## src/hw/rtl/char_frame_shape_rasterizer_assert.svh

```systemverilog
// ----------------------------------------------------------------------------
// char_frame_shape_rasterizer_assert.svh
// Assertion macros for the character frame rasterizer. Compiled out under SYNTH.
// ----------------------------------------------------------------------------
`ifndef CHAR_FRAME_SHAPE_RASTERIZER_ASSERT_SVH
`define CHAR_FRAME_SHAPE_RASTERIZER_ASSERT_SVH

`ifndef SYNTH

// Same-cycle implication, checked out of reset
`define CFSR_ASSERT_NOW(lbl, ante, cons, msg) \
    lbl: assert property (@(posedge clk) disable iff (!rst_n) (ante) |-> (cons)) \
        else $error(msg);

// Next-cycle implication, checked out of reset
`define CFSR_ASSERT_NEXT(lbl, ante, cons, msg) \
    lbl: assert property (@(posedge clk) disable iff (!rst_n) (ante) |=> (cons)) \
        else $error(msg);

`else

`define CFSR_ASSERT_NOW(lbl, ante, cons, msg)
`define CFSR_ASSERT_NEXT(lbl, ante, cons, msg)

`endif

`endif

```

## src/hw/rtl/cfsr_pkg.sv

```systemverilog
// ----------------------------------------------------------------------------
// cfsr_pkg
// Shared types and constants of the character frame shape rasterizer.
// ----------------------------------------------------------------------------
package cfsr_pkg;

    // Field and internal widths
    localparam int DIM_W  = 7;   // active sizes and scan counters
    localparam int CHAR_W = 8;   // one character cell
    localparam int R2_W   = 14;  // r*r and r*r +/- r
    localparam int SQ_W   = 16;  // one squared offset
    localparam int D_W    = 17;  // sum of two squared offsets

    localparam logic [CHAR_W-1:0] SPACE_CHAR = 8'd32;

    // Configuration register indexes
    localparam logic CFG_WIDTH  = 1'b0;
    localparam logic CFG_HEIGHT = 1'b1;

    // Drawing commands
    typedef enum logic [2:0] {
        OP_RING  = 3'd0,
        OP_DISK  = 3'd1,
        OP_RECT  = 3'd2,
        OP_BOX   = 3'd3,
        OP_POINT = 3'd4,
        OP_CLEAR = 3'd5,
        OP_READ  = 3'd6
    } op_t;

    // Control states of the top level
    typedef enum logic [2:0] {
        ST_INIT,
        ST_IDLE,
        ST_SCAN,
        ST_RD_WAIT,
        ST_RD_DATA
    } state_t;

    // One accepted command
    typedef struct packed {
        op_t               op;
        logic signed [7:0] row_a;
        logic signed [7:0] col_a;
        logic signed [7:0] row_b;
        logic signed [7:0] col_b;
        logic [6:0]        radius;
        logic [CHAR_W-1:0] glyph;
    } req_t;

endpackage

```

## src/hw/rtl/cfsr_scan.sv

```systemverilog
// ----------------------------------------------------------------------------
// cfsr_scan
// Canvas scanner: walks every active pixel, one a cycle, and decides in a
// two-stage pipe what each shape writes there.
// ----------------------------------------------------------------------------
module cfsr_scan
    import cfsr_pkg::*;
#(
    parameter int MAX_WIDTH = 64,
    parameter int ADDR_W    = 12
)
(
    input  logic              clk,
    input  logic              rst_n,
    input  logic              start,
    input  req_t              req,
    input  logic [DIM_W-1:0]  eff_w,
    input  logic [DIM_W-1:0]  eff_h,
    output logic              busy,
    output logic              wr_en,
    output logic [ADDR_W-1:0] wr_addr,
    output logic [CHAR_W-1:0] wr_data
);

    // Command held for the whole scan
    req_t              req_reg;
    logic [R2_W-1:0]   r_sq_reg;
    logic [R2_W-1:0]   ring_lo_reg;
    logic [R2_W-1:0]   ring_hi_reg;

    // Pixel counters
    logic              run_reg;
    logic [DIM_W-1:0]  i_reg;
    logic [DIM_W-1:0]  j_reg;

    // Stage 1
    logic              p1_v_reg;
    logic [DIM_W-1:0]  p1_i_reg;
    logic [DIM_W-1:0]  p1_j_reg;

    // Stage 2
    logic              p2_v_reg;
    logic [ADDR_W-1:0] p2_addr_reg;
    logic [SQ_W-1:0]   p2_sqi_reg;
    logic [SQ_W-1:0]   p2_sqj_reg;
    logic              p2_rect_we_reg;

    logic [R2_W-1:0]   r_sq_c;
    logic signed [8:0] di;
    logic signed [8:0] dj;
    logic signed [8:0] i_s;
    logic signed [8:0] j_s;
    logic signed [8:0] rb_s;
    logic signed [8:0] cb_s;
    logic signed [17:0] di_sq;
    logic signed [17:0] dj_sq;
    logic              in_box;
    logic              on_border;
    logic              rect_we;
    logic [D_W-1:0]    dist_sq;
    logic              ring_hit;
    logic              disk_hit;

    // Radius thresholds, worked out once per command
    assign r_sq_c = {7'd0, req.radius} * {7'd0, req.radius};

    always_ff @(posedge clk)
    begin
        if (start)
        begin
            req_reg     <= req;
            r_sq_reg    <= r_sq_c;
            ring_lo_reg <= r_sq_c - {7'd0, req.radius};
            ring_hi_reg <= r_sq_c + {7'd0, req.radius};
        end
    end

    // Row-major pixel walk over the active canvas
    always_ff @(posedge clk or negedge rst_n)
    begin
        if (!rst_n)
        begin
            run_reg <= 1'b0;
            i_reg   <= '0;
            j_reg   <= '0;
        end
        else if (start)
        begin
            run_reg <= (eff_w != '0) && (eff_h != '0);
            i_reg   <= '0;
            j_reg   <= '0;
        end
        else if (run_reg)
        begin
            if (j_reg == eff_w - 1'b1)
            begin
                j_reg <= '0;
                if (i_reg == eff_h - 1'b1)
                begin
                    run_reg <= 1'b0;
                end
                else
                begin
                    i_reg <= i_reg + 1'b1;
                end
            end
            else
            begin
                j_reg <= j_reg + 1'b1;
            end
        end
    end

    // Stage valid bits
    always_ff @(posedge clk or negedge rst_n)
    begin
        if (!rst_n)
        begin
            p1_v_reg <= 1'b0;
            p2_v_reg <= 1'b0;
        end
        else
        begin
            p1_v_reg <= run_reg;
            p2_v_reg <= p1_v_reg;
        end
    end

    // Stage 1: offsets, squares, rectangle membership
    always_comb
    begin
        i_s       = $signed({2'b00, p1_i_reg});
        j_s       = $signed({2'b00, p1_j_reg});
        rb_s      = $signed({req_reg.row_b[7], req_reg.row_b});
        cb_s      = $signed({req_reg.col_b[7], req_reg.col_b});
        di        = i_s - $signed({req_reg.row_a[7], req_reg.row_a});
        dj        = j_s - $signed({req_reg.col_a[7], req_reg.col_a});
        di_sq     = di * di;
        dj_sq     = dj * dj;
        in_box    = (di >= 0) && (i_s <= rb_s) && (dj >= 0) && (j_s <= cb_s);
        on_border = (di == 0) || (i_s == rb_s) || (dj == 0) || (j_s == cb_s);
        rect_we   = in_box && ((req_reg.op == OP_BOX) || on_border);
    end

    always_ff @(posedge clk)
    begin
        p1_i_reg       <= i_reg;
        p1_j_reg       <= j_reg;
        p2_addr_reg    <= ADDR_W'(p1_i_reg) * ADDR_W'(MAX_WIDTH) + ADDR_W'(p1_j_reg);
        p2_sqi_reg     <= di_sq[SQ_W-1:0];
        p2_sqj_reg     <= dj_sq[SQ_W-1:0];
        p2_rect_we_reg <= rect_we;
    end

    // Stage 2: distance test and write decision
    always_comb
    begin
        dist_sq  = {1'b0, p2_sqi_reg} + {1'b0, p2_sqj_reg};
        ring_hit = (dist_sq >= D_W'(ring_lo_reg)) && (dist_sq <= D_W'(ring_hi_reg));
        disk_hit = dist_sq <= D_W'(r_sq_reg);
        wr_en    = 1'b0;
        wr_data  = SPACE_CHAR;
        case (req_reg.op)
            OP_RING:
            begin
                wr_en   = p2_v_reg;
                wr_data = ring_hit ? req_reg.glyph : SPACE_CHAR;
            end
            OP_DISK:
            begin
                wr_en   = p2_v_reg;
                wr_data = disk_hit ? req_reg.glyph : SPACE_CHAR;
            end
            OP_RECT, OP_BOX:
            begin
                wr_en   = p2_v_reg && p2_rect_we_reg;
                wr_data = req_reg.glyph;
            end
            OP_CLEAR:
            begin
                wr_en   = p2_v_reg;
                wr_data = SPACE_CHAR;
            end
            default:
            begin
                wr_en   = 1'b0;
                wr_data = SPACE_CHAR;
            end
        endcase
    end

    assign wr_addr = p2_addr_reg;
    assign busy    = run_reg || p1_v_reg || p2_v_reg;

endmodule

```

## config.mk

```make
export PLATFORM = sky130hd
export DESIGN_NAME = cfsr_scan
export DESIGN_NICKNAME = d
export VERILOG_FILES = /design/src/hw/rtl/char_frame_shape_rasterizer_assert.svh /design/src/hw/rtl/cfsr_pkg.sv /design/src/hw/rtl/cfsr_scan.sv
export SDC_FILE = /design/constraint.sdc
export NUM_CORES = 1
export LEC_CHECK = 0
export BUFFER_PORTS_ARGS = -buffer_cell sky130_fd_sc_hd__buf_2
export CAP_MARGIN = 20
export CORE_MARGIN = 5
export CORE_UTILIZATION = 50
export CTS_CLUSTER_DIAMETER = 40
export DETAILED_ROUTE_END_ITERATION = 7
export PLACE_DENSITY = 0.67
export SLEW_MARGIN = 20
export SYNTH_ARGS = -nofsm -noshare
export SYNTH_HDL_FRONTEND = slang
export SYNTH_SLANG_ARGS = --single-unit
```

## constraint.sdc

```tcl
create_clock -name clk -period 8.4 [get_ports clk]
set_input_delay 1.68 -clock clk [delete_from_list [all_inputs] [get_ports clk]]
set_output_delay 1.68 -clock clk [all_outputs]
set_load 0.01 [all_outputs]
```

# == Word-level counts from Yosys, hierarchy flattened ==
# Index checks and enable logic that the tools add are counted.
# word_totals
in_bits,67
word_cells,87
out_inout_bits,22
regBits,161
# classes
mux,15
n_lt_le_gt_ge,7
n_eq_ne,9
add_sub_neg,10
n_reduce_logical,23
n_mul,3
# op_table
cell,count
32-bit zero test,2
7-bit two-way mux,7
17-bit by 14-bit less-or-equal comparator with 1-bit output,2
9-bit by 9-bit multiplier with 16-bit output,2
8-bit case mux with 3 select lines,1
"9-bit by 1-bit >= comparator with 1-bit output, second input constant",2
8-bit by 8-bit subtractor with 9-bit output,2
16-bit by 16-bit adder with 17-bit output,1
17-bit by 14-bit >= comparator with 1-bit output,1
8-bit equality test,2
8-bit less-or-equal comparator,2
8-bit two-way mux,2
14-bit by 7-bit adder with 14-bit output,1
"7-bit by 1-bit adder with 7-bit output, second input constant",2
7-bit equality test,2
7-bit by 7-bit multiplier with 14-bit output,1
7-bit nonzero test,2
14-bit by 7-bit subtractor with 14-bit output,1
"7-bit by 1-bit subtractor with 7-bit output, second input constant",2
12-bit by 7-bit adder with 12-bit output,1
1-bit logical AND,7
"3-bit by 2-bit equality test with 1-bit output, second input constant",2
1-bit logical OR,6
1-bit two-way mux,4
9 further kinds,10

# == Longest topological paths before layout ==
# logic_depth
word_depth,7
ltp_mapped,28
depth_no_buf,27

# == Worst setup path before layout ==
# No wires, ideal clock.
# synth_path
kind,register to register
from,reg req_reg[39] in the netlist's numbering
to,reg p2_sqi_reg[15]
synth_period_minus_slack_ns,6.328
setup_ns,0.121
slack_ns,2.072
path_stages_with_launch,26
n_path_buf,1
t_required_ns,8.279
t_arrival_ns,6.208
cell_sequence,edfxtp_1 > ha_1 > fa_1 > nor2b_1 > o31ai_2 > nand2b_1 > a21o_1 > a211o_1 > clkbuf_1 > nor2_1 > fa_1 > inv_1 > fa_1 > inv_1 > fa_1 > fa_1 > inv_1 > fa_1 > inv_1 > ha_1 > a21oi_1 > nor2b_1 > o21a_1 > o41ai_1 > o21ai_0 > xnor2_1
# synth_via
elab_chain_cells,2
# synth_lines
element,line_no,source
start: declaration,cfsr_scan.sv:26,req_t req_reg;
start signal: assignment,cfsr_scan.sv:71,req_reg <= req;
8-bit by 8-bit subtractor with 9-bit output,cfsr_scan.sv:136,"di = i_s - $signed({req_reg.row_a[7], req_reg.row_a});"
9-bit by 9-bit multiplier with 16-bit output,cfsr_scan.sv:138,di_sq = di * di;
named net di_sq[15],cfsr_scan.sv:55,logic signed [17:0] di_sq;
end signal: assignment,cfsr_scan.sv:150,p2_sqi_reg <= di_sq[SQ_W-1:0];
end: declaration,cfsr_scan.sv:44,logic [SQ_W-1:0] p2_sqi_reg;
# The timed path passes the listed nets, and every way through them passes these cells.
# A chain may end at the register's enable or synchronous reset.

# == Worst setup path after layout ==
# layout_path
from,reg p1_i_reg[2]
to,reg p2_sqi_reg[15]
# layout_via
elab_chain_cells,2
# layout_lines
element,line_no,source
start: declaration,cfsr_scan.sv:38,logic [DIM_W-1:0] p1_i_reg;
start signal: assignment,cfsr_scan.sv:147,p1_i_reg <= i_reg;
8-bit by 8-bit subtractor with 9-bit output,cfsr_scan.sv:136,
9-bit by 9-bit multiplier with 16-bit output,cfsr_scan.sv:138,
named net di_sq[15],cfsr_scan.sv:55,
# The timed path passes the listed nets, and every way through them passes these cells.

==> run summary <==
GR Util met3 -> 3.39%
Clk sinks -> 156
Slowest stage delay, CP -> 0.68 ns
CP max stage cell -> xnor2_1
Flops & latches, synth -> 156
CTS max path bufs -> 2
Worst min-delay path class -> reg -> reg
Top FF cell, synth -> edfxtp_1
Overflow after GRT -> 0
WP buf/inv -> 5
Reg2reg setup slack -> 1.45 ns
MaxCap Viol Count -> 0
Post-CTS Setup Inserts -> 0
I/O pin total -> 89
Core area -> 28700 um2
CP required -> 8.72 ns
Post-route clock period utilization -> 82.8%
Area Overhead vs Synth -> 10.0%
Largest net degree at the start of global routing -> 58
# fillers -> 2605
Synthesized Nets -> 1847
Skew-Pair Late Insertion Delay -> 0.44 ns
Share of cells above drive strength 1 -> 10.5%
Avg Cell Area, Syn -> 9.96 um2
Routed vias -> 10200
Async S/R FF share, synth -> 10.9%
Vias in the first global route -> 10600
TritonCTS clock tree -> built
Hold Vio Cnt, Final -> 0
Yosys Warn Count -> 0
R2r startpoint -> p1_i_reg[2]$_DFF_P_
Initial core utilization -> 50.6%
Row count -> 62
M2 GR Usage -> 31.4%
Crit-path max FO -> 11
PortBufs -> 88
Total Routed Length -> 30300 um
Synthesized area -> 14500 um2
Delay-heaviest family, CP -> adder cells
Critical Path Stages -> 24
Critical path endpoint -> p2_sqi_reg[15]$_DFF_P_
Largest register FFs -> 27
CP Cell Sequence -> ha_1, nor2b_1, o31ai_2, nand2b_1, a21o_1, xnor2_1, or2_2, inv_1, fa_1, inv_1, fa_1, inv_1, fa_1, fa_1, inv_1, fa_1, inv_1, ha_1, a21oi_1, nor2b_1, o21a_1, o41ai_1, o21ai_0, xnor2_1
ANT nets after route -> 0
Router iterations before antenna repair -> 5
Reg2reg end -> p2_sqi_reg[15]$_DFF_P_
Final Skew -> 0.0141 ns
CTS buffer count -> 17
Seq/Total Area, Yosys -> 27.7%
Worst slew margin -> 40.6%
Die X -> 180 um
Critical path launch point type -> flip-flop
GRT Max-Usage Layer -> met2
Tmin final -> 6.95 ns
Root buffer cell -> clkbuf_16
EDFF count, synth -> 82
Setup crit end kind -> flip-flop
First DRT Iteration DRCs -> 498
Met1 usage -> 26.7%
DIE HEIGHT -> 180 um
Post-Syn Instances -> 1459
Worst slew pin tran -> 0.881 ns
Layout Nets -> 1941
Hold buffer count at cts -> 0
RSZ-0062 raised after global routing -> no
DR WL/cell -> 15.6 um
Vias per inst -> 5.24
Resized cells post-CTS -> 0
CTS H-tree lvls -> 4
Detailed placement HPWL -> 25100 um
Setup TNS Final -> 0 ns
Initial antenna violation count -> 0
R2R depth -> 24
DRC violations left -> 0
Post-synth cell types -> 81
Final setup viols -> 0
Antenna Cells -> 0
Clk slew on worst S/H paths -> 0.07 ns
CP arrival -> 7.27 ns
Gr usage total -> 19.3%
Max Freq -> 144 MHz
Max Slew Vio Count -> 0
DIE AREA -> 32600 um2
Status -> completed
First-pass GRT wire length -> 51500 um
GPL Wtd Cong -> 0.880
Crit. Startpoint -> p1_i_reg[2]$_DFF_P_
WS Path Type -> reg -> reg
[worst register-to-register path, delay by kind of cell (launching register included)]
| kind | cells | cell delay [ns] |
|---|---|---|
| adders and majority gates | 7 | 3.17 |
| AOI/OAI and AO/OA | 6 | 1.56 |
| xor gates and xnor gates | 2 | 0.83 |
| and+or+nand+nor | 4 | 0.60 |
| DFF | 1 | 0.41 |
| buffers and inverters | 5 | 0.26 |
[synth_stat cells (6+ instances only)]
| master | n | share of area, % |
|---|---|---|
| a211oi_1 | 11 | 0.57 |
| a21o_1 | 20 | 1.0 |
| a21oi_1 | 40 | 1.4 |
| and2_1 | 8 | 0.34 |
| and3_1 | 6 | 0.26 |
| clkbuf_1 | 13 | 0.34 |
| dfrtp_1 | 17 | 2.9 |
| dfxtp_1 | 57 | 7.9 |
| edfxtp_1 | 82 | 17 |
| fa_1 | 125 | 17 |
| ha_1 | 196 | 17 |
| inv_1 | 280 | 7.2 |
| nand2_1 | 59 | 1.5 |
| nand2b_1 | 29 | 1.2 |
| nand3_1 | 30 | 1.0 |
| nand4_1 | 14 | 0.60 |
| nor2_1 | 117 | 3.0 |
| nor2b_1 | 15 | 0.65 |
| nor3_1 | 29 | 1.0 |
| nor3b_1 | 6 | 0.31 |
| o211ai_1 | 7 | 0.36 |
| o21a_1 | 19 | 0.98 |
| o21ai_0 | 35 | 1.2 |
| o22ai_1 | 8 | 0.34 |
| o31a_1 | 6 | 0.36 |
| or2_2 | 9 | 0.39 |
| or3_1 | 7 | 0.30 |
| xnor2_1 | 81 | 4.9 |
| xor2_1 | 29 | 1.7 |
[cell usage in the layout, fill, tap and decap left out, drive strengths merged, types with 21 or more instances in the layout]
master,n
buf,92
ha,196
dfxtp,57
clkbuf,21
nand2b,29
o21ai,36
a21oi,41
edfxtp,82
nor2,119
fa,125
nand2,59
inv,289
xnor2,83
a21o,21
nand3,31
nor3,33
xor2,30
[area by class of cell]
cell class                      instances  area, um2  area share (%)
Clock buffer                           21        483            3.02
Timing Repair Buffer                   92        473            2.96
Inverter                              282       1060            6.62
Tap cell                              384        480            3.00
Multi-Input combinational cell       1004       9370            58.6
Clock inverter                         11       97.6           0.610
Sequential cell                       156       4030            25.2
[worst min path at each step]
stage                   startpoint                 end  depth (start not counted)
2_1_floorplan  p1_j_reg[0]$_DFF_P_  wr_addr[0]$_DFF_P_                          0
3_3_place_gp   p1_j_reg[0]$_DFF_P_  wr_addr[0]$_DFF_P_                          0
3_5_place_dp   p1_j_reg[0]$_DFF_P_  wr_addr[0]$_DFF_P_                          0
4_1_cts        p1_j_reg[0]$_DFF_P_  wr_addr[0]$_DFF_P_                          0
5_1_grt        p1_j_reg[0]$_DFF_P_  wr_addr[0]$_DFF_P_                          0
6_report       p1_j_reg[0]$_DFF_P_  wr_addr[0]$_DFF_P_                          0
[cell families after synthesis]
kind of cell	synth area share [%]
DFF	27.7
buffers and inverters	7.80
muxes	0.362
xor gates and xnor gates	7.04
and+or+nand+nor	13.2
AOI/OAI and AO/OA	9.82
adders and majority gates	34.1
[metal layers]
metal  wire [um]  share of wire (%)  vias to the layer above
met1       14200                 47                     4950
met2       14300                 47                      194
li1            -                  -                     5042
met3        1230                4.1                       27
met4         550                1.8                        0
met5           0                  0                        -
[stage by stage]
| stage | std cells | area [um2] | utilization, % | worst slack [ns] | hold slack (ns) |
|---|---|---|---|---|---|
| 5_1_grt | 1950 | 16000 | 55.7 | 0.942 | 0.363 |
| 3_3_place_gp | 1918 | 15400 | 53.7 | 1.69 | 0.339 |
| 4_1_cts | 1950 | 16000 | 55.7 | 1.44 | 0.358 |
| 2_1_floorplan | 1459 | 14500 | - | 2.07 | 0.331 |
| 3_5_place_dp | 1918 | 15400 | 53.7 | 1.47 | 0.347 |
| 6_report | 1950 | 16000 | 55.7 | 1.45 | 0.356 |
Power is not shown: default switching activity piles up to over one toggle a cycle in this logic, so the estimate is an artifact.
